File: src/sv/mrc_pkg.sv
// mrc_pkg: shared types, constants and the crc-16 byte update for the
// modbus response checker. No dependencies.
`timescale 1ns / 1ps

package mrc_pkg;

    localparam int MAX_FRAME_BYTES = 256;
    localparam int COUNT_W         = 9;
    localparam int ADDR_W          = 3;

    localparam logic [15:0]        CRC_INIT      = 16'hFFFF;
    localparam logic [15:0]        CRC_POLY      = 16'hA001;
    localparam logic [7:0]         EXC_MASK      = 8'b1000_0000;
    localparam logic [7:0]         SLAVE_ID_INIT = 8'd1;
    localparam logic [COUNT_W-1:0] MIN_FRAME     = COUNT_W'(4);
    localparam logic [COUNT_W-1:0] MAX_KEPT      = COUNT_W'(MAX_FRAME_BYTES);

    localparam logic [ADDR_W-1:0]  ADDR_SLAVE_ID = ADDR_W'(0);

    typedef enum logic [2:0] {
        ST_OK          = 3'd0,
        ST_WRONG_SLAVE = 3'd1,
        ST_BAD_CRC     = 3'd2,
        ST_EXCEPTION   = 3'd3,
        ST_TOO_SHORT   = 3'd4
    } status_t;

    typedef struct packed {
        logic [COUNT_W-1:0] byte_count;
        logic [7:0]         exception_code;
        status_t            status;
    } result_t;

    // reflected crc-16, one byte, lsb first
    function automatic logic [15:0] crc_update(input logic [15:0] crc,
                                               input logic [7:0]  b);
        logic [15:0] c;
        c = crc ^ {8'h00, b};
        for (int i = 0; i < 8; i++) begin
            if (c[0]) begin
                c = (c >> 1) ^ CRC_POLY;
            end else begin
                c = c >> 1;
            end
        end
        return c;
    endfunction

endpackage

File: src/sv/modbus_response_checker_core.sv
// modbus_response_checker_core: top level with input register, frame tracker, result register
// and apb config; depends on mrc_pkg, mrc_frame_tracker, mrc_apb_regs.
// m_tvalid rises once a last byte leaves the input register and its result is registered.
// Throughput: one byte per cycle; a last byte waits in the input register only while the
//   result register is full and m_tready is low.
// Reset: synchronous active-low aresetn empties both registers, restores frame state, slave_id 1.
`timescale 1ns / 1ps

module modbus_response_checker_core (
    input  logic                       aclk,
    input  logic                       aresetn,
    input  logic                       s_tvalid,
    output logic                       s_tready,
    input  logic [7:0]                 s_tdata,   // rx_byte[7:0]
    input  logic                       s_tlast,   // last_byte
    output logic                       m_tvalid,
    input  logic                       m_tready,
    output logic [23:0]                m_tdata,   // status[2:0], exception_code[10:3],
                                                  // byte_count[19:11], zero[23:20]
    input  logic                       psel,
    input  logic                       penable,
    input  logic                       pwrite,
    input  logic [mrc_pkg::ADDR_W-1:0] paddr,
    input  logic [31:0]                pwdata,
    output logic [31:0]                prdata,
    output logic                       pready
);

    logic             in_valid_reg, in_valid_next;
    logic [7:0]       in_byte_reg,  in_byte_next;
    logic             in_last_reg,  in_last_next;
    logic             out_valid_reg, out_valid_next;
    mrc_pkg::result_t out_data_reg,  out_data_next;

    logic             advance;
    logic [7:0]       slave_id;
    mrc_pkg::result_t result;

    mrc_apb_regs u_regs (
        .aclk     (aclk),
        .aresetn  (aresetn),
        .psel     (psel),
        .penable  (penable),
        .pwrite   (pwrite),
        .paddr    (paddr),
        .pwdata   (pwdata),
        .prdata   (prdata),
        .pready   (pready),
        .slave_id (slave_id)
    );

    mrc_frame_tracker u_tracker (
        .aclk      (aclk),
        .aresetn   (aresetn),
        .step_en   (advance),
        .rx_byte   (in_byte_reg),
        .last_byte (in_last_reg),
        .slave_id  (slave_id),
        .result    (result)
    );

    // only a last byte needs room in the result register
    assign advance  = in_valid_reg && (!in_last_reg || !out_valid_reg || m_tready);
    assign s_tready = !in_valid_reg || advance;

    always_comb begin
        in_valid_next  = in_valid_reg;
        in_byte_next   = in_byte_reg;
        in_last_next   = in_last_reg;
        out_valid_next = out_valid_reg;
        out_data_next  = out_data_reg;
        if (advance) begin
            in_valid_next = 1'b0;
        end
        if (s_tvalid && s_tready) begin
            in_valid_next = 1'b1;
            in_byte_next  = s_tdata;
            in_last_next  = s_tlast;
        end
        if (m_tready) begin
            out_valid_next = 1'b0;
        end
        if (advance && in_last_reg) begin
            out_valid_next = 1'b1;
            out_data_next  = result;
        end
    end

    always_ff @(posedge aclk) begin
        if (!aresetn) begin
            in_valid_reg  <= 1'b0;
            out_valid_reg <= 1'b0;
        end else begin
            in_valid_reg  <= in_valid_next;
            out_valid_reg <= out_valid_next;
        end
        in_byte_reg  <= in_byte_next;
        in_last_reg  <= in_last_next;
        out_data_reg <= out_data_next;
    end

    assign m_tvalid = out_valid_reg;
    assign m_tdata  = {4'h0, out_data_reg};

    a_last_makes_result: assert property (@(posedge aclk) disable iff (!aresetn)
        advance && in_last_reg |=> out_valid_reg)
        else $error("last byte did not produce a result");

    a_ok_count_range: assert property (@(posedge aclk) disable iff (!aresetn)
        out_valid_reg && out_data_reg.status == mrc_pkg::ST_OK |->
        out_data_reg.byte_count >= mrc_pkg::MIN_FRAME
        && out_data_reg.byte_count <= mrc_pkg::MAX_KEPT)
        else $error("ok result with impossible byte count");

    a_fields_zero: assert property (@(posedge aclk) disable iff (!aresetn)
        out_valid_reg |->
        (out_data_reg.status == mrc_pkg::ST_OK || out_data_reg.byte_count == '0)
        && (out_data_reg.status == mrc_pkg::ST_EXCEPTION
            || out_data_reg.exception_code == 8'h00))
        else $error("result field set for wrong status");

    a_in_hold: assert property (@(posedge aclk) disable iff (!aresetn)
        in_valid_reg && !advance |=> in_valid_reg && $stable(in_byte_reg)
        && $stable(in_last_reg))
        else $error("stalled input register lost its byte");

endmodule

File: src/sv/mrc_apb_regs.sv
// mrc_apb_regs: apb register file holding the expected slave address.
// Depends on mrc_pkg.
`timescale 1ns / 1ps

module mrc_apb_regs (
    input  logic                      aclk,
    input  logic                      aresetn,
    input  logic                      psel,
    input  logic                      penable,
    input  logic                      pwrite,
    input  logic [mrc_pkg::ADDR_W-1:0] paddr,
    input  logic [31:0]               pwdata,
    output logic [31:0]               prdata,
    output logic                      pready,
    output logic [7:0]                slave_id
);

    logic [7:0] slave_id_reg;
    logic [7:0] slave_id_next;
    logic       wr_en;

    assign pready = 1'b1;
    assign wr_en  = psel && penable && pwrite && pready
                    && (paddr == mrc_pkg::ADDR_SLAVE_ID);

    always_comb begin
        slave_id_next = slave_id_reg;
        if (wr_en) begin
            slave_id_next = pwdata[7:0];
        end
    end

    always_ff @(posedge aclk) begin
        if (!aresetn) begin
            slave_id_reg <= mrc_pkg::SLAVE_ID_INIT;
        end else begin
            slave_id_reg <= slave_id_next;
        end
    end

    assign prdata   = (paddr == mrc_pkg::ADDR_SLAVE_ID) ? {24'h000000, slave_id_reg} : 32'h0;
    assign slave_id = slave_id_reg;

endmodule

File: src/sv/mrc_frame_tracker.sv
// mrc_frame_tracker: per-frame state (crc, two-byte tail, header bytes,
// count) and the end-of-frame checks. Depends on mrc_pkg.
`timescale 1ns / 1ps

module mrc_frame_tracker (
    input  logic             aclk,
    input  logic             aresetn,
    input  logic             step_en,
    input  logic [7:0]       rx_byte,
    input  logic             last_byte,
    input  logic [7:0]       slave_id,
    output mrc_pkg::result_t result
);

    logic [15:0]                 crc_reg,    crc_next;
    logic [7:0]                  older_reg,  older_next;
    logic [7:0]                  newer_reg,  newer_next;
    logic [mrc_pkg::COUNT_W-1:0] count_reg,  count_next;
    logic [7:0]                  first_reg,  first_next;
    logic [7:0]                  func_reg,   func_next;
    logic [7:0]                  third_reg,  third_next;

    logic [15:0]                 crc_upd;
    logic [7:0]                  older_upd, newer_upd, first_upd, func_upd, third_upd;
    logic [mrc_pkg::COUNT_W-1:0] count_upd;

    always_comb begin
        crc_upd   = crc_reg;
        older_upd = older_reg;
        newer_upd = newer_reg;
        count_upd = count_reg;
        first_upd = first_reg;
        func_upd  = func_reg;
        third_upd = third_reg;
        // bytes past the limit are dropped
        if (count_reg < mrc_pkg::MAX_KEPT) begin
            if (count_reg >= mrc_pkg::COUNT_W'(2)) begin
                crc_upd = mrc_pkg::crc_update(crc_reg, older_reg);
            end
            older_upd = newer_reg;
            newer_upd = rx_byte;
            if (count_reg == mrc_pkg::COUNT_W'(0)) begin
                first_upd = rx_byte;
            end else if (count_reg == mrc_pkg::COUNT_W'(1)) begin
                func_upd = rx_byte;
            end else if (count_reg == mrc_pkg::COUNT_W'(2)) begin
                third_upd = rx_byte;
            end
            count_upd = count_reg + mrc_pkg::COUNT_W'(1);
        end
    end

    always_comb begin
        result.status         = mrc_pkg::ST_OK;
        result.exception_code = 8'h00;
        result.byte_count     = '0;
        if (count_upd < mrc_pkg::MIN_FRAME) begin
            result.status = mrc_pkg::ST_TOO_SHORT;
        end else if (first_upd != slave_id) begin
            result.status = mrc_pkg::ST_WRONG_SLAVE;
        end else if (crc_upd[7:0] != older_upd || crc_upd[15:8] != newer_upd) begin
            result.status = mrc_pkg::ST_BAD_CRC;
        end else if ((func_upd & mrc_pkg::EXC_MASK) == mrc_pkg::EXC_MASK) begin
            result.status         = mrc_pkg::ST_EXCEPTION;
            result.exception_code = third_upd;
        end else begin
            result.byte_count = count_upd;
        end
    end

    always_comb begin
        crc_next   = crc_reg;
        older_next = older_reg;
        newer_next = newer_reg;
        count_next = count_reg;
        first_next = first_reg;
        func_next  = func_reg;
        third_next = third_reg;
        if (step_en) begin
            if (last_byte) begin
                // frame done, start over
                crc_next   = mrc_pkg::CRC_INIT;
                older_next = 8'h00;
                newer_next = 8'h00;
                count_next = '0;
                first_next = 8'h00;
                func_next  = 8'h00;
                third_next = 8'h00;
            end else begin
                crc_next   = crc_upd;
                older_next = older_upd;
                newer_next = newer_upd;
                count_next = count_upd;
                first_next = first_upd;
                func_next  = func_upd;
                third_next = third_upd;
            end
        end
    end

    always_ff @(posedge aclk) begin
        if (!aresetn) begin
            crc_reg   <= mrc_pkg::CRC_INIT;
            older_reg <= 8'h00;
            newer_reg <= 8'h00;
            count_reg <= '0;
            first_reg <= 8'h00;
            func_reg  <= 8'h00;
            third_reg <= 8'h00;
        end else begin
            crc_reg   <= crc_next;
            older_reg <= older_next;
            newer_reg <= newer_next;
            count_reg <= count_next;
            first_reg <= first_next;
            func_reg  <= func_next;
            third_reg <= third_next;
        end
    end

endmodule
File: config.mk
export PLATFORM = sky130hd
export DESIGN_NAME = modbus_response_checker_core
export DESIGN_NICKNAME = d
export VERILOG_FILES = /design/src/sv/mrc_pkg.sv /design/src/sv/modbus_response_checker_core.sv /design/src/sv/mrc_apb_regs.sv /design/src/sv/mrc_frame_tracker.sv
export SDC_FILE = /design/constraint.sdc
export NUM_CORES = 1
export LEC_CHECK = 0
export BUFFER_PORTS_ARGS = -buffer_cell sky130_fd_sc_hd__buf_2
export CORE_MARGIN = 5
export CORE_UTILIZATION = 50
export DETAILED_ROUTE_END_ITERATION = 7
export HOLD_SLACK_MARGIN = 0.1
export PLACE_DENSITY = 0.74
export SYNTH_ARGS = -nofsm -noshare
export SYNTH_HDL_FRONTEND = slang
export SYNTH_HIERARCHICAL = 1
export SYNTH_SLANG_ARGS = --single-unit
File: constraint.sdc
create_clock -name aclk -period 3.2 [get_ports aclk]
set_input_delay 0.64 -clock aclk [delete_from_list [all_inputs] [get_ports aclk]]
set_output_delay 0.64 -clock aclk [all_outputs]
set_load 0.02 [all_outputs]
# ---- Word level (Yosys, flattened, before mapping)
# Cells that the tools add are included.
dict set report totals {
  register_bits 97
  latch_bits 0
  mem_bits_rw 0
  mem_bits_ro 0
  input_bits 51
  n_memories 0
}
dict set report classes {
  n_addsub 1
  n_mul 0
  n_div 0
  magnitude_cmp 3
  eq_ne 5
  shift 0
  muxes 51
  bitwise_logic 10
  reduce_logical 20
}
# operator n
set ops {}
lappend ops {{$mux W16} 25}
lappend ops {{$mux W8} 17}
lappend ops {{$ne A8 B8 Y1} 3}
lappend ops {{$not A2 Y3} 8}
lappend ops {{$mux W9} 2}
lappend ops {{$xor A16 B8 Y16} 1}
lappend ops {{$add A9 B1 Y9 const B} 1}
lappend ops {{$eq A9 B1 Y1 const B} 1}
lappend ops {{$eq A9 B2 Y1 const B} 1}
lappend ops {{$ge A9 B2 Y1 const B} 1}
lappend ops {{$logic_not A9 Y1} 1}
lappend ops {{$lt A9 B3 Y1 const B} 1}
lappend ops {{$lt A9 B9 Y1 const B} 1}
lappend ops {{$reduce_or A4 Y1} 2}
lappend ops {{$logic_and A1 B1 Y1} 6}
lappend ops {{$mux W3} 2}
lappend ops {{$logic_or A1 B1 Y1} 4}
lappend ops {{$mux W1} 4}
lappend ops {{$reduce_bool A2 Y1} 2}
lappend ops {{$logic_not A1 Y1} 3}
lappend ops {{$logic_not A3 Y1} 1}
lappend ops {{$mux W2} 1}
lappend ops {{$reduce_or A2 Y1} 1}
lappend ops {{$not A1 Y1} 1}

# ---- Logic depth before layout (Yosys ltp)
# Gate-level depths: netlist (run 1).
dict set report depth {
  ltp_word 37
  depth_mapped 11
  depth_no_buf 9
}

# ---- Modules after synthesis
# The synthesis (run 1) kept the hierarchy.
# mod n_inst cells_each area_per_inst_um2
set by_module_without_submodules {}
lappend by_module_without_submodules {mrc_frame_tracker 1 450 3816.2}
lappend by_module_without_submodules {modbus_response_checker_core 1 46 1022.2}
lappend by_module_without_submodules {mrc_apb_regs 1 72 609.3}

# ---- Least setup slack after synthesis (run 1)
# Ideal clock, no wire load.
dict set report synth_path {
  path_type {register -> register}
  start {reg u_tracker.older_reg[4]}
  end {reg out_data_reg (netlist bit m_tdata[1]) (data pin)}
  setup_ns 0.261
  arrival_ns 2.440
  required_ns 2.939
  slack_ns 0.498
  stages_incl_launch_ff 9
  path_cell_list {dfxtp_1 -> xnor2_1 -> xnor2_2 -> xnor3_2 -> or4_1 -> nand3_1 -> nor4b_4 -> nand4_4 -> nor2b_1}
}
dict set report synth_between {
  elab_chain_len 30
  word_cells_on_any_way 33
  cone_classes {2 x eq/ne; 26 x mux; 4 x bitwise; 1 x reduce/logical}
}
# item line
set synth_lines {}
lappend synth_lines {{start, declared} mrc_frame_tracker.sv:16} ;# logic [7:0] older_reg, older_next;
lappend synth_lines {{start signal, assigned} mrc_frame_tracker.sv:112} ;# older_reg <= older_next;
lappend synth_lines {{$xor A16 B8 Y16} mrc_pkg.sv:38} ;# c = crc ^ {8'h00, b};
lappend synth_lines {{$mux W16} mrc_pkg.sv:40} ;# if (c[0]) begin
lappend synth_lines {{$mux W16} mrc_frame_tracker.sv:37} ;# if (count_reg >= mrc_pkg::COUNT_W'(2)) begin
lappend synth_lines {{$mux W16} mrc_frame_tracker.sv:36} ;# if (count_reg < mrc_pkg::MAX_KEPT) begin
lappend synth_lines {{$mux W16} mrc_pkg.sv:40}
lappend synth_lines {{$mux W16} mrc_frame_tracker.sv:37}
lappend synth_lines {{$mux W16} mrc_frame_tracker.sv:36}
lappend synth_lines {{$mux W16} mrc_pkg.sv:40}
lappend synth_lines {{[14 not listed]} n/a}
lappend synth_lines {{$mux W16, on equally long branches} {mrc_frame_tracker.sv:37, mrc_frame_tracker.sv:36}}
lappend synth_lines {{$mux W16 or $not A2 Y3 (tied branches)} n/a}
lappend synth_lines {{$mux W16} mrc_pkg.sv:40}
lappend synth_lines {{$mux W16} mrc_frame_tracker.sv:37}
lappend synth_lines {{$mux W16} mrc_frame_tracker.sv:36}
lappend synth_lines {{$ne A8 B8 Y1} mrc_frame_tracker.sv:61} ;# end else if (crc_upd[7:0] != older_upd || crc_upd[15:8] != newer_upd) begin
lappend synth_lines {{$logic_or A1 B1 Y1 *} mrc_frame_tracker.sv:61}
lappend synth_lines {{$mux W3 *} mrc_frame_tracker.sv:61}
lappend synth_lines {{end signal, assigned} modbus_response_checker_core.sv:99} ;# out_data_reg <= out_data_next;
lappend synth_lines {{end, declared} modbus_response_checker_core.sv:33} ;# mrc_pkg::result_t out_data_reg, out_data_next;
# Mark *: on every way between the ends. The rest lies on a longest branch, timed or not. The select of a mux whose other input is x is not followed.
# A chain may end at the register's enable or synchronous reset.

# ---- Worst setup path after layout (run 1)
dict set report layout_path {
  start {reg u_tracker.crc_reg[0]}
  end {reg out_data_reg (netlist bit m_tdata[1]) (data pin)}
}
dict set report layout_between {
  elab_chain_len 29
  word_cells_on_any_way 35
  cone_classes {2 x eq/ne; 25 x mux; 7 x bitwise; 1 x reduce/logical}
}
# item line
set layout_lines {}
lappend layout_lines {{start, declared} mrc_frame_tracker.sv:15} ;# logic [15:0] crc_reg, crc_next;
lappend layout_lines {{start signal, assigned} mrc_frame_tracker.sv:103} ;# crc_reg <= mrc_pkg::CRC_INIT;
lappend layout_lines {{start signal, assigned} mrc_frame_tracker.sv:111} ;# crc_reg <= crc_next;
lappend layout_lines {{$xor A16 B8 Y16} mrc_pkg.sv:38}
lappend layout_lines {{$mux W16} mrc_pkg.sv:40}
lappend layout_lines {{$mux W16} mrc_frame_tracker.sv:37}
lappend layout_lines {{$mux W16} mrc_frame_tracker.sv:36}
lappend layout_lines {{$mux W16} mrc_pkg.sv:40}
lappend layout_lines {{$mux W16} mrc_frame_tracker.sv:37}
lappend layout_lines {{$mux W16} mrc_frame_tracker.sv:36}
lappend layout_lines {{$not A2 Y3 (no line) or $mux W16 (tied branches)} n/a}
lappend layout_lines {{[13 not listed]} n/a}
lappend layout_lines {{$mux W16, on equally long branches} {mrc_frame_tracker.sv:37, mrc_frame_tracker.sv:36}}
lappend layout_lines {{$mux W16 or $not A2 Y3 (tied branches)} n/a}
lappend layout_lines {{$mux W16} mrc_pkg.sv:40}
lappend layout_lines {{$mux W16} mrc_frame_tracker.sv:37}
lappend layout_lines {{$mux W16 *} mrc_frame_tracker.sv:36}
lappend layout_lines {{$ne A8 B8 Y1} mrc_frame_tracker.sv:61}
lappend layout_lines {{$logic_or A1 B1 Y1 *} mrc_frame_tracker.sv:61}
lappend layout_lines {{$mux W3 *} mrc_frame_tracker.sv:61}
# Marked as above.

==> impl_summary.log, run 1 <==
[metrics] area used by multi-input combinational logic: 0.00289 sq mm
[metrics] Placeable Area: 0.0107 sq mm
[metrics] max reg flops: 20
[metrics] critical path's slowest cell: sky130_fd_sc_hd__or4_1
[metrics] cell depth of the worst min-delay path: 1
[metrics] unrepaired setup endpoints after global routing: no
[metrics] met3 Track Usage GR: 0.0344
[metrics] net total in the final layout: 671
[metrics] fraction of registers with async set or reset after synthesis: 0
[metrics] final critical-path required period: 2.99 ns
[metrics] simple-gate portion of the synthesized area: 0.190
[metrics] worst relative slew slack: 0.576
[metrics] adder and majority gate portion of the synthesized area: 0.00689
[metrics] count of nets left with antenna violations after detail routing: 0
[metrics] number of non-filler instances in the completed layout: 762
[metrics] count of hold-fix buffers inserted at cts: 0
[metrics] vias in the first global route: 3971
[metrics] hpwl dp: 8840 um
[metrics] share of the cycle needed by the critical path after routing: 0.934
[metrics] iteration count of the initial detailed-routing pass: 5
[metrics] reg2reg path depth: 8
[metrics] routed wirelength normalized by instance count: 15.8 um
[metrics] total number of H-tree levels: 3
[metrics] Syn-to-layout area delta: 9.83%
[metrics] insertion delay to the later sink of the worst-skew pair: 0.37 ns
[metrics] end point of the worst hold path: in_byte_reg[0]
[metrics] xor/xnor share of the synthesized area: 0.122
[metrics] Post-route DRC: 0
[metrics] proportion of synthesized area in mux cells: 0.0661
[metrics] starting density of the core: 0.507
[metrics] Peak VDD IR: 0.271 mV
[metrics] count of boundary I/O pins: 110
[metrics] placement row count: 38
[metrics] ratio of cells with drive above 1 in the final layout: 0.195
[metrics] number of unique standard cell types used by synthesis: 61
[metrics] Syn. warnings: 6
[metrics] beginning of the worst register-to-register path: u_tracker/crc_reg[0]
[metrics] Avg Synthesized Cell Area: 9.59 sq um
[metrics] total track usage: 0.188
[metrics] RR Endpoint: m_tdata[1]
[metrics] CP Capture Type: flip-flop
[metrics] highest clock rate: 335 MHz
[metrics] first-pass GRT wire length: 19600 um
[metrics] critical path, cell by cell: xor2_1, xnor3_1, xnor3_2, xnor2_1, or4_1, nand3_2, nand4_4, nor2b_1
[metrics] Max clock buf depth: 2
[metrics] transition time at the pin with the least slew margin: 0.636 ns
[metrics] Top FF cell, synth: sky130_fd_sc_hd__dfxtp_1
[metrics] final number of setup-violating endpoints: 0
[metrics] startpoint-to-endpoint class of the critical path: flip-flop to flip-flop
[metrics] busiest layer in global routing: met2
[metrics] filler instances: 975
[metrics] launching element type of the critical path: flip-flop
[metrics] count of state elements after synthesis: 97
[metrics] antenna violations before repair: 0
[metrics] main combinational cell family by area after synthesis: simple AND/OR/NAND/NOR gates
[metrics] start point of the worst hold path: s_tdata[0]
[metrics] largest net degree at the start of global routing: 42
[metrics] CTS clock-pin slew for the worst setup and hold paths: 0.09 ns
[metrics] via count: 4130
[metrics] total area of sequential cells: 0.00223 sq mm
[metrics] number of max-capacitance violations reported: 0
[metrics] die area: 0.0131 sq mm
[metrics] Leakage: 2.33 nW
[metrics] n_diodes: 0
[metrics] routed vias/inst: 5.42
[metrics] DIE HEIGHT: 114 um
[metrics] count of flip-flops with a built-in enable after synthesis: 29
[metrics] count of input and output buffers: 56
[metrics] arrival time of the worst setup path: 3.12 ns
[metrics] slowest stage delay, CP: 0.48 ns
[metrics] largest fanout on the critical path: 10
[metrics] sinks on the clock net: 97
[metrics] placed cells: 744
[metrics] compound-cell area share of the yosys netlist: 0.122
[metrics] routability congestion estimate from global placement: 0.927
[metrics] Slew Viols, Final: 0
[metrics] library cell used as clock root buffer: sky130_fd_sc_hd__clkbuf_8
[metrics] overall power of the completed layout: 2.23 mW
[metrics] FF-to-FF setup slack: 0.21 ns
[metrics] pwr dens: 373 mW/mm^2
[metrics] required time reported for the critical path endpoint: 3.33 ns
[metrics] fraction of met2 tracks used by global routing: 0.315
[metrics] horizontal extent of the die: 114 um
[metrics] met1 routing resource usage after global routing: 0.239
[metrics] total wire length: 12000 um
[metrics] setup tns final: 0 ns
[metrics] total grt overflow: 0
[metrics] synthesized area: 0.00545 sq mm
[metrics] clock tree from TritonCTS: built
[metrics] run status: completed
[metrics] fraction of the yosys area taken by sequential cells: 0.410
[metrics] endpoints failing hold: 0
[metrics] number of CTS-inserted buffers: 9
[metrics] clock skew: 0.0116 ns
[metrics] synthesized instance count: 568
[metrics] Hold Crit Class: input pin to flip-flop
[metrics] 1st-iter DRT viols: 242
cell type report:
cell class / instances / area share
Clock inverter: 4 / 0.00460
Sequential cell: 97 / 0.373
Clock buffer: 12 / 0.0226
Tap cell: 140 / 0.0293
Inverter: 11 / 0.00690
Timing Repair Buffer: 83 / 0.0807
Multi-Input combinational cell: 415 / 0.483
critical path: cells and delay by family (launching register included):
family,cells,cell delay [ns]
xor gates and xnor gates,4,1.28
and+or+nand+nor,4,1.03
DFF,1,0.43
where the power goes:
group / internal [mW] / switching [mW] / leakage, nW
Clock: 0.286 / 0.417 / 0.0813
Sequential: 1.28 / 0.0250 / 0.826
Combinational: 0.0791 / 0.142 / 1.42
Total: 1.65 / 0.584 / 2.33
placed cells by master (no fill, tap or decap), drive strengths merged, types with 4 or more instances in the layout:
cell and count:
dfxtp 68, xor2 37, nand4 7, and2 14, buf 83, and3 6
a31oi 4, inv 13, nor3 12, conb 29, nand2 41, xnor2 31
nand3 13, o21ai 15, o22ai 19, nor2 25, mux2i 36, a22oi 39
edfxtp 29, clkbuf 12, nor2b 39, a21oi 7
what timing repair did:
action | CTS | global route
endpoints found under the setup margin | 0 | 7
buffers inserted | 0 | 2
resized for setup | 0 | 2
hold endpoints to repair | 0 | 0
per-layer routing:
metal	share of wire	wire (um)
met1	0.44	5320
met2	0.48	5730
met3	0.057	689
met4	0.022	264
met5	0	0
Yosys cell counts (3+ instances only):
cell,number,share of area
sky130_fd_sc_hd__a21boi_1,3,0.0041
sky130_fd_sc_hd__a21oi_1,7,0.0064
sky130_fd_sc_hd__a22oi_1,39,0.054
sky130_fd_sc_hd__a31oi_1,4,0.0046
sky130_fd_sc_hd__and2_1,5,0.0057
sky130_fd_sc_hd__and2_2,8,0.011
sky130_fd_sc_hd__and3_1,6,0.0069
sky130_fd_sc_hd__buf_1,3,0.0021
sky130_fd_sc_hd__buf_2,4,0.0037
sky130_fd_sc_hd__buf_4,29,0.040
sky130_fd_sc_hd__clkbuf_1,34,0.023
sky130_fd_sc_hd__conb_1,3,0.0021
sky130_fd_sc_hd__dfxtp_1,68,0.25
sky130_fd_sc_hd__edfxtp_1,29,0.16
sky130_fd_sc_hd__ha_1,3,0.0069
sky130_fd_sc_hd__inv_1,11,0.0076
sky130_fd_sc_hd__mux2i_1,36,0.066
sky130_fd_sc_hd__nand2_1,41,0.028
sky130_fd_sc_hd__nand3_1,12,0.011
sky130_fd_sc_hd__nand4_1,6,0.0069
sky130_fd_sc_hd__nor2_1,25,0.017
sky130_fd_sc_hd__nor2b_1,39,0.045
sky130_fd_sc_hd__nor3_1,10,0.0092
sky130_fd_sc_hd__o211ai_1,3,0.0041
sky130_fd_sc_hd__o21ai_0,12,0.011
sky130_fd_sc_hd__o21ai_1,3,0.0028
sky130_fd_sc_hd__o22ai_1,19,0.022
sky130_fd_sc_hd__xnor2_1,28,0.045
sky130_fd_sc_hd__xnor2_2,3,0.0090
sky130_fd_sc_hd__xor2_1,37,0.059
worst max-delay path by stage:
stage,cells after the start,start,to,slack (ns)
finish,8,u_tracker/crc_reg[0],m_tdata[1],0.21
global route,8,u_tracker/crc_reg[0],m_tdata[1],0.01
CTS,8,u_tracker/crc_reg[0],m_tdata[1],0.18
detailed placement,8,u_tracker/crc_reg[0],m_tdata[1],0.21
global placement,8,u_tracker/older_reg[4],m_tdata[1],0.27
floorplan,8,u_tracker/older_reg[4],m_tdata[1],0.50
kinds of logic (layout without fill, tap and decap cells):
logic type	Yosys count	count (layout)
AOI/OAI and AO/OA	99	99
adders and majority gates	3	3
other	3	29
buffers and inverters	82	110
DFF	97	97
and+or+nand+nor	178	178
xor gates and xnor gates	70	70
muxes	36	36
per-stage QoR:
step	hold slack, ns	cell area, sq um	setup WS, ns	utilization
after floorplan	0.455	5550	0.498	-
after global routing	0.417	5980	0.0147	0.557
final	0.438	5980	0.211	0.557
after global placement	0.472	5800	0.270	0.540
after CTS	0.422	5960	0.183	0.555
after detailed placement	0.482	5800	0.208	0.540
(Power assumes the default switching activity.)
==> inputs of run 2 (changes only) <==
--- a/config.mk
+++ b/config.mk
@@ -6,11 +6,13 @@
 export NUM_CORES = 1
 export LEC_CHECK = 0
 export BUFFER_PORTS_ARGS = -buffer_cell sky130_fd_sc_hd__buf_2
+export CELL_PAD_IN_SITES_DETAIL_PLACEMENT = 0
+export CELL_PAD_IN_SITES_GLOBAL_PLACEMENT = 2
 export CORE_MARGIN = 5
-export CORE_UTILIZATION = 50
+export CORE_UTILIZATION = 34
 export DETAILED_ROUTE_END_ITERATION = 7
 export HOLD_SLACK_MARGIN = 0.1
-export PLACE_DENSITY = 0.74
+export PLACE_DENSITY_LB_ADDON = 0.1
 export SYNTH_ARGS = -nofsm -noshare
 export SYNTH_HDL_FRONTEND = slang
 export SYNTH_HIERARCHICAL = 1
==> impl_summary.log, run 2 (synthesized netlist as in run 1, its figures left out) <==
[metrics] run status: completed
[metrics] horizontal extent of the die: 137 um
[metrics] total track usage: 0.151
[metrics] utilization of the core after routing: 0.399
[metrics] insertion delay to the later sink of the worst-skew pair: 0.35 ns
[metrics] pwr dens: 441 mW/mm^2
[metrics] launching element type of the critical path: flip-flop
[metrics] clock skew: 0.00365 ns
[metrics] CTS clock-pin slew for the worst setup and hold paths: 0.07 ns
[metrics] via count: 4122
[metrics] fraction of power spent switching nets: 0.242
[metrics] slack of the critical path: 0.217 ns
[metrics] required time reported for the critical path endpoint: 3.41 ns
[metrics] Peak VDD IR: 0.233 mV
[metrics] unrepaired setup endpoints after global routing: no
[metrics] DIE HEIGHT: 137 um
[metrics] 1st-iter DRT viols: 283
[metrics] commonest non-fill, non-tap cell in the layout: sky130_fd_sc_hd__dfxtp_1
[metrics] highest clock rate: 335 MHz
[metrics] library cell used as clock root buffer: sky130_fd_sc_hd__clkbuf_16
[metrics] antenna violations before repair: 0
[metrics] Hold Crit Class: input pin to flip-flop
[metrics] final number of setup-violating endpoints: 0
[metrics] internal power of the cells: 2.11 mW
[metrics] routed vias/inst: 4.88
[metrics] n_diodes: 0
[metrics] Placeable Area: 0.0158 sq mm
[metrics] Leakage: 2.46 nW
[metrics] worst-case hold slack: 0.465 ns
[metrics] final critical-path required period: 2.98 ns
[metrics] max reg flops: 20
[metrics] largest fanout on the critical path: 14
[metrics] routability congestion estimate from global placement: 0.859
[metrics] reg2reg path depth: 10
[metrics] Switch Pwr: 673 uW
[metrics] vias in the first global route: 3957
[metrics] relative contribution of the clock network to total power: 0.446
[metrics] net total in the final layout: 678
[metrics] Max clock buf depth: 2
[metrics] combinational power share: 0.082
[metrics] Slew Viols, Final: 0
[metrics] iteration count of the initial detailed-routing pass: 4
[metrics] routed wirelength normalized by instance count: 16.4 um
[metrics] share of the cycle needed by the critical path after routing: 0.932
[metrics] number of max-capacitance violations reported: 0
[metrics] arrival time of the worst setup path: 3.19 ns
[metrics] starting density of the core: 0.344
[metrics] Syn-to-layout area delta: 15.9%
[metrics] count of hold-fix buffers inserted at cts: 0
[metrics] count of boundary I/O pins: 110
[metrics] commonest cells after routing, fill and taps aside: sky130_fd_sc_hd__dfxtp_1 (68), sky130_fd_sc_hd__buf_2 (56), sky130_fd_sc_hd__nand2_1 (41), sky130_fd_sc_hd__nor2b_1 (39), sky130_fd_sc_hd__a22oi_1 (39)
[metrics] total number of H-tree levels: 3
[metrics] overall power of the completed layout: 2.78 mW
[metrics] die area: 0.0187 sq mm
[metrics] fraction of power consumed by sequential logic: 0.471
[metrics] first-pass GRT wire length: 21800 um
[metrics] hpwl dp: 10200 um
[metrics] ratio of cells with drive above 1 in the final layout: 0.205
[metrics] total wire length: 13900 um
[metrics] cell depth of the worst min-delay path: 1
[metrics] clock tree from TritonCTS: built
[metrics] number of CTS-inserted buffers: 9
[metrics] sinks on the clock net: 97
[metrics] setup tns final: 0 ns
[metrics] total grt overflow: 0
[metrics] CP Capture Type: flip-flop
[metrics] startpoint-to-endpoint class of the critical path: flip-flop to flip-flop
[metrics] endpoints failing hold: 0
[metrics] worst relative slew slack: 0.478
[metrics] count of input and output buffers: 56
[metrics] placement row count: 46
[metrics] count of nets left with antenna violations after detail routing: 0
[metrics] Placement Setup Slack: 0.170 ns
[metrics] Post-route DRC: 0
[metrics] transition time at the pin with the least slew margin: 0.783 ns
[metrics] largest net degree at the start of global routing: 44
-- run 2: layout make-up --
class | count | area [sq um]
well taps | 216 | 270
clock buffers | 10 | 250
inverters | 11 | 41.3
multi-input cells | 415 | 2890
repair buffers | 90 | 536
flip-flops and latches | 97 | 2230
fillers | 1620 | 9510
clock inverters | 6 | 93.8
-- run 2: timing repair --
action / CTS / global route
resized for setup: 0 / 1
setup buffers: 0 / 1
hold endpoints to repair: 0 / 0
setup endpoints to repair: 0 / 7
-- run 2: worst max-delay path: stages (launching register included) --
cell and delay [ns]:
sky130_fd_sc_hd__dfxtp_1 0.50, sky130_fd_sc_hd__buf_4 0.29, sky130_fd_sc_hd__mux2i_1 0.31, sky130_fd_sc_hd__xor2_1 0.23, sky130_fd_sc_hd__nand4_1 0.14, sky130_fd_sc_hd__a22oi_1 0.21
sky130_fd_sc_hd__nand3_1 0.18, sky130_fd_sc_hd__nor4_1 0.39, sky130_fd_sc_hd__buf_4 0.19, sky130_fd_sc_hd__nand4b_2 0.22, sky130_fd_sc_hd__nor2_1 0.17
-- run 2: power groups by stage --
stage,sequential (mW),clock [mW],combinational (mW)
5_1_grt,1.31,1.33,0.249
6_report,1.31,1.24,0.229
3_3_place_gp,1.34,0,0.227
2_1_floorplan,1.33,0,0.180
4_1_cts,1.31,1.28,0.229
3_5_place_dp,1.34,0,0.228
-- run 2: final timing paths --
| path | endpoint | slack [ns] | from |
|---|---|---|---|
| worst max-delay path | m_tdata[10] | 0.22 | u_tracker/count_reg[8] |
| worst min-delay path | in_byte_reg[6] | 0.47 | s_tdata[6] |
| worst max register to register | m_tdata[10] | 0.22 | u_tracker/count_reg[8] |
| worst min register to register | u_regs/slave_id[3] | 0.48 | u_regs/slave_id[3] |
-- run 2: routing by layer --
layer  part of all wire  routed length [um]  track usage  vias to the layer above
li1                   -                   -            -                     2041
met1               0.46                6420        0.201                     1961
met5                  0                   0            0                        -
met4              0.016                 219       0.0549                        0
met2               0.48                6610        0.248                      104
met3              0.046                 646       0.0243                       16
-- run 2: metrics by stage --
stage	instance area, sq um	std cells
after floorplan	5550	594
after global placement	5950	828
after detailed placement	5950	828
after CTS	6300	844
after global routing	6310	845
final	6310	845
==> inputs of run 3 (changes only) <==
--- a/config.mk
+++ b/config.mk
@@ -9,7 +9,7 @@
 export CELL_PAD_IN_SITES_DETAIL_PLACEMENT = 0
 export CELL_PAD_IN_SITES_GLOBAL_PLACEMENT = 2
 export CORE_MARGIN = 5
-export CORE_UTILIZATION = 34
+export CORE_UTILIZATION = 35
 export DETAILED_ROUTE_END_ITERATION = 7
 export HOLD_SLACK_MARGIN = 0.1
 export PLACE_DENSITY_LB_ADDON = 0.1
==> constraint.sdc (replaced) <==
create_clock -name aclk -period 3.78 [get_ports aclk]
set_input_delay 0.756 -clock aclk [delete_from_list [all_inputs] [get_ports aclk]]
set_output_delay 0.756 -clock aclk [all_outputs]
set_load 0.02 [all_outputs]
==> impl_summary.log, run 3 (synthesized netlist as in run 1, its figures left out) <==
[metrics] library cell used as clock root buffer: sky130_fd_sc_hd__clkbuf_16
[metrics] arrival time of the worst setup path: 3.22 ns
[metrics] die area: 0.0182 sq mm
[metrics] Post-route DRC: 0
[metrics] Leakage: 2.36 nW
[metrics] startpoint-to-endpoint class of the critical path: flip-flop to flip-flop
[metrics] first-pass GRT wire length: 20900 um
[metrics] share of the cycle needed by the critical path after routing: 0.825
[metrics] highest clock rate: 321 MHz
[metrics] critical path, cell by cell: xnor2_1, xnor2_2, xnor3_2, or4_1, nand3_1, nor4b_4, nand4_4, nor2b_1
[metrics] hpwl dp: 9620 um
[metrics] commonest non-fill, non-tap cell in the layout: sky130_fd_sc_hd__dfxtp_1
[metrics] DIE HEIGHT: 135 um
[metrics] clock skew: 0.00871 ns
[metrics] largest fanout on the critical path: 10
[metrics] largest net degree at the start of global routing: 65
[metrics] Placeable Area: 0.0153 sq mm
[metrics] Hold Crit Class: flip-flop to flip-flop
[metrics] pwr dens: 359 mW/mm^2
[metrics] final critical-path required period: 3.12 ns
[metrics] beginning of the worst register-to-register path: u_tracker/older_reg[3]
[metrics] number of max-capacitance violations reported: 0
[metrics] filler instances: 1550
[metrics] placement row count: 45
[metrics] routed wirelength normalized by instance count: 16.3 um
[metrics] worst relative slew slack: 0.291
[metrics] transition time at the pin with the least slew margin: 1.06 ns
[metrics] count of hold-fix buffers inserted at cts: 0
[metrics] run status: completed
[metrics] max reg flops: 20
[metrics] Slew Viols, Final: 0
[metrics] reg2reg path depth: 8
[metrics] launching element type of the critical path: flip-flop
[metrics] placed cells: 804
[metrics] insertion delay to the later sink of the worst-skew pair: 0.35 ns
[metrics] commonest cells after routing, fill and taps aside: sky130_fd_sc_hd__dfxtp_1 (68), sky130_fd_sc_hd__buf_2 (56), sky130_fd_sc_hd__nand2_1 (41), sky130_fd_sc_hd__nor2b_1 (39), sky130_fd_sc_hd__a22oi_1 (39)
[metrics] 1st-iter DRT viols: 195
[metrics] ratio of cells with drive above 1 in the final layout: 0.176
[metrics] total track usage: 0.148
[metrics] CTS clock-pin slew for the worst setup and hold paths: 0.07 ns
[metrics] total number of H-tree levels: 3
[metrics] count of nets left with antenna violations after detail routing: 0
[metrics] count of input and output buffers: 56
[metrics] final number of setup-violating endpoints: 0
[metrics] Max clock buf depth: 2
[metrics] unrepaired setup endpoints after global routing: no
[metrics] starting density of the core: 0.357
[metrics] total wire length: 13300 um
[metrics] start point of the worst hold path: u_regs/slave_id[3]
[metrics] number of CTS-inserted buffers: 9
[metrics] clock tree from TritonCTS: built
[metrics] Syn-to-layout area delta: 12.1%
[metrics] RR Endpoint: m_tdata[1]
[metrics] required time reported for the critical path endpoint: 3.88 ns
[metrics] via count: 4000
[metrics] count of boundary I/O pins: 110
[metrics] critical path's slowest cell: sky130_fd_sc_hd__xnor3_2
[metrics] sinks on the clock net: 97
[metrics] routability congestion estimate from global placement: 0.836
[metrics] end point of the worst hold path: u_regs/slave_id[3]
[metrics] FF-to-FF setup slack: 0.66 ns
[metrics] Peak VDD IR: 0.198 mV
[metrics] slowest stage delay, CP: 0.54 ns
[metrics] net total in the final layout: 658
[metrics] vias in the first global route: 3772
[metrics] total grt overflow: 0
[metrics] # Post-CTS Setup Buffers: 0
[metrics] iteration count of the initial detailed-routing pass: 5
[metrics] horizontal extent of the die: 135 um
[metrics] setup tns final: 0 ns
[metrics] n_diodes: 0
[metrics] CP Capture Type: flip-flop
[metrics] endpoints failing hold: 0
[metrics] number of non-filler instances in the completed layout: 820
[metrics] post-cts repair resize count: 0
[metrics] cell depth of the worst min-delay path: 2
[metrics] antenna violations before repair: 0
[metrics] routed vias/inst: 4.88
## run 3: cell count changes in the layout (fill, tap and decap cells not counted), sizes merged
cell,delta
buf,-20
clkinv,+3
inv,-3
bufinv,-1
clkinvlp,+1
## run 3: area by class of cell
type / count / area (sq um) / area share
tap: 211 / 264 / 0.0432
clock buffer: 10 / 229 / 0.0375
inverter: 11 / 41.3 / 0.00676
timing repair buffer: 70 / 398 / 0.0652
sequential: 97 / 2230 / 0.366
clock inverter: 6 / 58.8 / 0.00963
multi-input combinational: 415 / 2880 / 0.472
## run 3: critical path, delay by kind of cell, from the launching register on
kind | cells | cell delay, ns
xor+xnor | 3 | 1.18
flops | 1 | 0.32
simple gates | 5 | 1.37
## run 3: through the flow
| step | util | hold slack, ns | setup slack (ns) | cell area, sq um | power [mW] |
|---|---|---|---|---|---|
| after global routing | 0.400 | 0.503 | 0.297 | 6100 | 2.28 |
| after global placement | 0.381 | 0.473 | 0.689 | 5820 | 1.31 |
| final | 0.400 | 0.488 | 0.660 | 6100 | 2.19 |
| after detailed placement | 0.381 | 0.480 | 0.681 | 5820 | 1.31 |
| after floorplan | - | 0.455 | 1.08 | 5550 | 1.28 |
| after CTS | 0.400 | 0.492 | 0.634 | 6100 | 2.23 |
## run 3: layer usage
layer | GRT usage | up-vias | share of wire
li1 | - | 2004 | -
met1 | 0.197 | 1889 | 0.46
met2 | 0.240 | 95 | 0.47
met3 | 0.0283 | 12 | 0.056
met4 | 0.0492 | 0 | 0.014
met5 | 0 | - | 0
## run 3: where the power goes
group          switching [mW]  leakage [nW]  internal [mW]
clock                   0.392         0.136          0.508
combinational           0.116          1.37         0.0641
sequential             0.0226         0.847           1.09
## run 3: how the worst max path moves through the flow
stage	start	depth (start not counted)	slack (ns)	endpoint
6_report	u_tracker/older_reg[3]	8	0.66	m_tdata[1]
5_1_grt	u_tracker/count_reg[2]	8	0.30	m_tdata[5]
4_1_cts	u_tracker/count_reg[2]	8	0.63	m_tdata[5]
3_5_place_dp	u_tracker/count_reg[2]	8	0.68	m_tdata[5]
3_3_place_gp	u_tracker/count_reg[2]	8	0.69	m_tdata[3]
2_1_floorplan	u_tracker/older_reg[4]	8	1.08	m_tdata[1]
